==> src/hdl/ttw_pkg.sv <==
// ----------------------------------------------------------------------------
// ttw_pkg
// shared constants, codes and types of the text terminal writer
// ----------------------------------------------------------------------------
package ttw_pkg;

  // default grid geometry
  localparam int DEF_COLUMNS = 80;
  localparam int DEF_ROWS    = 24;

  // field widths
  localparam int KIND_W       = 2;
  localparam int CHAR_W       = 8;
  localparam int ATTR_W       = 8;
  localparam int CELL_W       = ATTR_W + CHAR_W;
  localparam int CELL_INDEX_W = 11;
  localparam int ROW_OUT_W    = 5;
  localparam int COL_OUT_W    = 7;
  localparam int CFG_INDEX_W  = 8;

  // item kinds
  localparam logic [KIND_W-1:0] KIND_PUT   = 2'd0;
  localparam logic [KIND_W-1:0] KIND_READ  = 2'd1;
  localparam logic [KIND_W-1:0] KIND_CLEAR = 2'd2;

  // register indexes
  localparam logic [CFG_INDEX_W-1:0] REG_TEXT_ATTRIBUTE  = 8'd0;
  localparam logic [CFG_INDEX_W-1:0] REG_BLANK_ATTRIBUTE = 8'd1;

  // characters and colors
  localparam logic [CHAR_W-1:0] SPACE_CHAR   = 8'd32;
  localparam logic [CHAR_W-1:0] NEWLINE_CHAR = 8'd10;
  localparam logic [ATTR_W-1:0] DEFAULT_ATTR = 8'd7;

  localparam logic [CELL_W-1:0] RESET_BLANK_CELL = {DEFAULT_ATTR, SPACE_CHAR};

  // command to the sweep engine
  typedef struct packed {
    logic              start;
    logic              copy;       // move rows up one before the blank fill
    logic [CELL_W-1:0] fill_cell;
  } sweep_cmd_t;

endpackage

==> src/hdl/ttw_sweep.sv <==
// ----------------------------------------------------------------------------
// ttw_sweep
// address sequencer for scroll copy and blank fill, one cell per cycle
// ----------------------------------------------------------------------------
module ttw_sweep #(
  parameter int COLUMNS = ttw_pkg::DEF_COLUMNS,
  parameter int ROWS    = ttw_pkg::DEF_ROWS
) (
  input  logic                                 clk,
  input  logic                                 rst,
  input  ttw_pkg::sweep_cmd_t                  cmd,
  output logic                                 busy,
  output logic                                 we,
  output logic [$clog2(ROWS*COLUMNS)-1:0]      waddr,
  output logic [ttw_pkg::CELL_W-1:0]           wdata,
  output logic                                 re,
  output logic [$clog2(ROWS*COLUMNS)-1:0]      raddr,
  input  logic [ttw_pkg::CELL_W-1:0]           rdata
);
  import ttw_pkg::*;

  localparam int CELL_COUNT = ROWS * COLUMNS;
  localparam int ADDR_W     = $clog2(CELL_COUNT);
  localparam logic [ADDR_W-1:0] COPY_LAST = ADDR_W'((ROWS - 1) * COLUMNS - 1);
  localparam logic [ADDR_W-1:0] CELL_LAST = ADDR_W'(CELL_COUNT - 1);
  localparam logic [ADDR_W-1:0] ROW_STEP  = ADDR_W'(COLUMNS);

  typedef enum logic [1:0] {SW_IDLE, SW_COPY, SW_FILL} sw_state_t;

  sw_state_t         state;
  logic [ADDR_W-1:0] cnt;
  logic [ADDR_W-1:0] wr_addr;
  logic              pend;
  logic [CELL_W-1:0] fill_cell;

  always_ff @(posedge clk) begin
    if (rst) begin
      state <= SW_IDLE;
      pend  <= 1'b0;
    end else begin
      case (state)
        SW_IDLE: begin
          if (cmd.start) begin
            fill_cell <= cmd.fill_cell;
            cnt       <= '0;
            pend      <= 1'b0;
            state     <= cmd.copy ? SW_COPY : SW_FILL;
          end
        end
        SW_COPY: begin
          // each read's data is written in the cycle after the read
          wr_addr <= cnt;
          pend    <= 1'b1;
          cnt     <= cnt + 1'b1;
          if (cnt == COPY_LAST) begin
            state <= SW_FILL;
          end
        end
        SW_FILL: begin
          if (pend) begin
            pend <= 1'b0;
          end else begin
            cnt <= cnt + 1'b1;
            if (cnt == CELL_LAST) begin
              state <= SW_IDLE;
            end
          end
        end
        default: state <= SW_IDLE;
      endcase
    end
  end

  always_comb begin
    busy  = (state != SW_IDLE);
    re    = (state == SW_COPY);
    raddr = cnt + ROW_STEP;
    we    = ((state == SW_COPY) && pend) || (state == SW_FILL);
    waddr = pend ? wr_addr : cnt;
    wdata = pend ? rdata : fill_cell;
  end

  // copy never writes the cell being read in the same cycle
  a_copy_no_overlap: assert property (@(posedge clk) disable iff (rst)
    (state == SW_COPY && pend) |-> (wr_addr != raddr))
    else $error("sweep copy writes the cell it reads");

  // the sweep only ends right after the last cell was written
  a_end_on_last: assert property (@(posedge clk) disable iff (rst)
    ($fell(busy) && !$past(rst)) |-> ($past(we) && $past(waddr) == CELL_LAST))
    else $error("sweep ended before the last cell");

  // no new command while a sweep runs
  a_no_restart: assert property (@(posedge clk) disable iff (rst)
    busy |-> !cmd.start)
    else $error("sweep started while busy");

endmodule

==> config.mk <==
export PLATFORM = sky130hd
export DESIGN_NAME = ttw_sweep
export DESIGN_NICKNAME = d
export VERILOG_FILES = /design/src/hdl/ttw_pkg.sv /design/src/hdl/ttw_sweep.sv
export SDC_FILE = /design/constraint.sdc
export NUM_CORES = 1
export LEC_CHECK = 0
export ABC_AREA = 1
export BUFFER_PORTS_ARGS = -buffer_cell sky130_fd_sc_hd__clkbuf_2
export CORE_MARGIN = 5
export CORE_UTILIZATION = 49
export CTS_BUF_LIST = sky130_fd_sc_hd__clkbuf_4 sky130_fd_sc_hd__clkbuf_8 sky130_fd_sc_hd__clkbuf_16
export CTS_CLUSTER_DIAMETER = 200
export DETAILED_ROUTE_END_ITERATION = 10
export PLACE_DENSITY = 0.83
export SYNTH_ARGS = -nofsm -noshare
export SYNTH_HDL_FRONTEND = slang
export SYNTH_SLANG_ARGS = --single-unit
export TNS_END_PERCENT = 100
==> constraint.sdc <==
create_clock -name clk -period 2.6 [get_ports clk]
set_input_delay 0.65 -clock clk [delete_from_list [all_inputs] [get_ports clk]]
set_output_delay 0.65 -clock clk [all_outputs]
set_load 0.1 [all_outputs]
==> flow_metrics.py <==
metrics = {
    "global_routing": {
        "track_usage": 0.186,
        "grt_pass1_vias": 1716,
        "antenna_found_initial": 0,
        "grt.overflow.total": 0,
        "grt_pass1_wl_um": 8010,
        "grt_start_max_net_pins": 24,
    },
    "detailed_routing": {
        "via_per_inst": 5.07,
        "postRouteAntennaNets": 0,
        "met3_length_um": 309,
        "dr.pass1.iters": 4,
        "wl_per_cell_um": 14.6,
        "vias": 1854,
        "drt_wl_total_um": 5330,
        "drc": 0,
        "drt_iter0_drc": 189,
        "wl_met2_um": 2910,
        "drt-met1-wl_um": 2000,
        "route.top_layer_used": "met4",
    },
    "critical_path": {
        "required_ns": 1.95,
        "r2r_end": "cnt[0]",
        "crit_path_top_delay_cell": "clkbuf_2",
        "rr_worst_depth": 4,
        "r2r_setup_slack_ns": 0.94,
        "path_max_fanout": 6,
        "endpoint_kind": "output pin",
        "crit_type": "reg2out",
        "crit_path_max_incr_delay_ns": 0.47,
        "cp-startpoint": "cnt[4]",
        "critical_path_arrival_ns": 1.85,
        "rr_startpoint": "pend",
        "cp-start-kind": "flop",
        "path_cells": "clkinvlp_4 > o21ai_4 > xor2_4 > clkbuf_2",
    },
    "worst_hold_path": {
        "min_delay_worst_endpoint": "wr_addr[9]",
        "hold_start": "cnt[9]",
        "holdPathStages": 0,
        "hold_class": "reg2reg",
    },
    "synthesis": {
        "syn_avg_cell_area_sq_um": 9.01,
        "ys_warn_count": 0,
        "ys_ff_latch": 41,
        "synth_edf_count": 38,
        "synth-xor-area-share": 0.0206,
        "yosysSeqAreaShare": 0.565,
        "synthArstFlopShare": 0,
        "yosysMostFrequentCell": "nand2_1",
        "synth_top_family_by_area": "simple AND/OR/NAND/NOR gates",
        "syn_nets": 279,
        "synth_flop_cell": "edfxtp_1",
        "synth_area_sq_um": 2130,
        "synth_top_area_frac": 0.537,
        "synthCells": 236,
        "synth_simple_gate_area_frac": 0.238,
        "synth_top_area_cell": "edfxtp_1",
        "muxShareOfSynthArea": 0,
        "ys_types": 21,
        "synth-compound-area-share": 0.0624,
        "synth.area.top_cells": "edfxtp_1 (54%), nand2_1 (16%), ha_1 (4.1%), inv_1 (3.5%), o21ai_0 (3.3%)",
        "synth_commonest_cells": "nand2_1 (93), edfxtp_1 (38), inv_1 (20), nor2_1 (15), o21ai_0 (14)",
        "synth-adder-area-share": 0.0412,
    },
    "placed_design": {
        "dpl.cell_count": 358,
        "port_buffers": 76,
        "dp_hpwl_um": 4180,
        "gp_congestion": 0.920,
    },
    "clocking": {
        "clkLatencyLatePin_ns": 0.29,
        "htreeDepth": 2,
        "cts_tree": "yes",
        "clockRootBuffer": "clkbuf_8",
        "clock-sinks": 41,
        "postCtsSetupRepairBufs": 0,
        "cts_buffers": 5,
        "cts_resized": 0,
        "clk_path_buf_depth": 2,
        "path_clk_slew_ns": 0.07,
        "postCtsHoldBufs": 0,
    },
    "run_status": {
        "status": "finished clean",
    },
    "sta": {
        "maxSlewViolCount": 0,
        "timing.hold.ws_ns": 0.492,
        "period_share": 0.961,
        "tightestPinTransition_ns": 0.559,
        "hold_viol": 0,
        "skew_ns": 0.00504,
        "relSlewSlack": 0.629,
        "period_minus_slack_ns": 2.50,
        "fmax_ghz": 0.400,
        "finalSetupViolCount": 0,
        "rsz0062_at_grt": "false",
    },
    "die": {
        "die_x_um": 75.9,
        "dieArea_sq_um": 5760,
        "initial_utilization": 0.495,
        "rows": 24,
        "die-height_um": 75.9,
        "num_io_pins": 77,
        "core_sq_um": 4290,
    },
    "job": {
        "max-cap-violations": 0,
    },
    "cells_and_area": {
        "fillerInstances": 290,
        "final_nets": 356,
        "layout-drive-gt1-share": 0.363,
        "antenna_cells": 0,
        "fin_cells": 366,
        "area_delta_synth_final_pct": 50.5,
    },
}
[cells by family (layout without fill, tap and decap cells)]
group / count (synthesis) / in the layout
flops: 41 / 41
simple gates: 123 / 123
xor+xnor: 5 / 5
compound gates: 25 / 25
buf+inv: 35 / 113
fa+ha+maj: 7 / 7
[layout by cell type (no fill, tap or decap), types with 2 or more instances in the layout]
| cell type | instances |
|---|---|
| ha_1 | 7 |
| nand3_1 | 7 |
| clkbuf_4 | 3 |
| o21ai_1 | 3 |
| buf_4 | 7 |
| xor2_4 | 2 |
| buf_12 | 30 |
| inv_2 | 3 |
| o21ai_0 | 5 |
| nor2_1 | 15 |
| nand2_1 | 93 |
| o21ai_2 | 7 |
| xor2_2 | 2 |
| clkbuf_2 | 45 |
| clkbuf_8 | 5 |
| clkinvlp_4 | 2 |
| a21oi_1 | 9 |
| edfxtp_1 | 38 |
| inv_1 | 18 |
| dfxtp_1 | 3 |
[stage by stage]
step           setup TNS (ns)   util  setup WS (ns)  cell area (sq um)
6_report                    0  0.745          0.100               3200
5_1_grt                     0  0.745        0.00290               3200
4_1_cts                     0  0.745          0.102               3200
3_5_place_dp                0  0.724          0.411               3110
3_3_place_gp                0  0.724          0.478               3110
2_1_floorplan          -0.454      -         -0.337               2230
[cell type report]
class | count | area [sq um] | area share
flip-flops and latches | 41 | 1200 | 0.375
repair buffers | 82 | 878 | 0.275
multi-input cells | 160 | 870 | 0.272
inverters | 23 | 93.8 | 0.0293
clock buffers | 8 | 91.3 | 0.0285
well taps | 52 | 65.1 | 0.0203
[sequential cells by signal (all words and copies together), names as in the netlist]
signal and cells:
fill_cell 16, cnt 11, pend 1, state 2
wr_addr 11
[per-layer routing]
metal,global-route usage,vias to the layer above
met2,0.323,74
met5,0,-
li1,-,908
met1,0.235,858
met3,0.0330,14
met4,0.0621,0
[how the worst max path moves through the flow]
stage | cells after the start | end | slack [ns]
6_report | 4 | raddr[7] | 0.10
5_1_grt | 6 | raddr[10] | 0.003
4_1_cts | 4 | raddr[7] | 0.10
3_5_place_dp | 4 | raddr[7] | 0.41
3_3_place_gp | 4 | raddr[5] | 0.48
2_1_floorplan | 4 | we | -0.34
[worst max-delay path, delay by kind of cell (launching register included)]
| kind | cells | cell delay [ns] |
|---|---|---|
| xor gates and xnor gates | 1 | 0.15 |
| buffers and inverters | 2 | 0.68 |
| DFF | 1 | 0.45 |
| AOI/OAI and AO/OA | 1 | 0.27 |
Power is not shown: default switching activity piles up to over one toggle a cycle in this logic, so the estimate is an artifact.
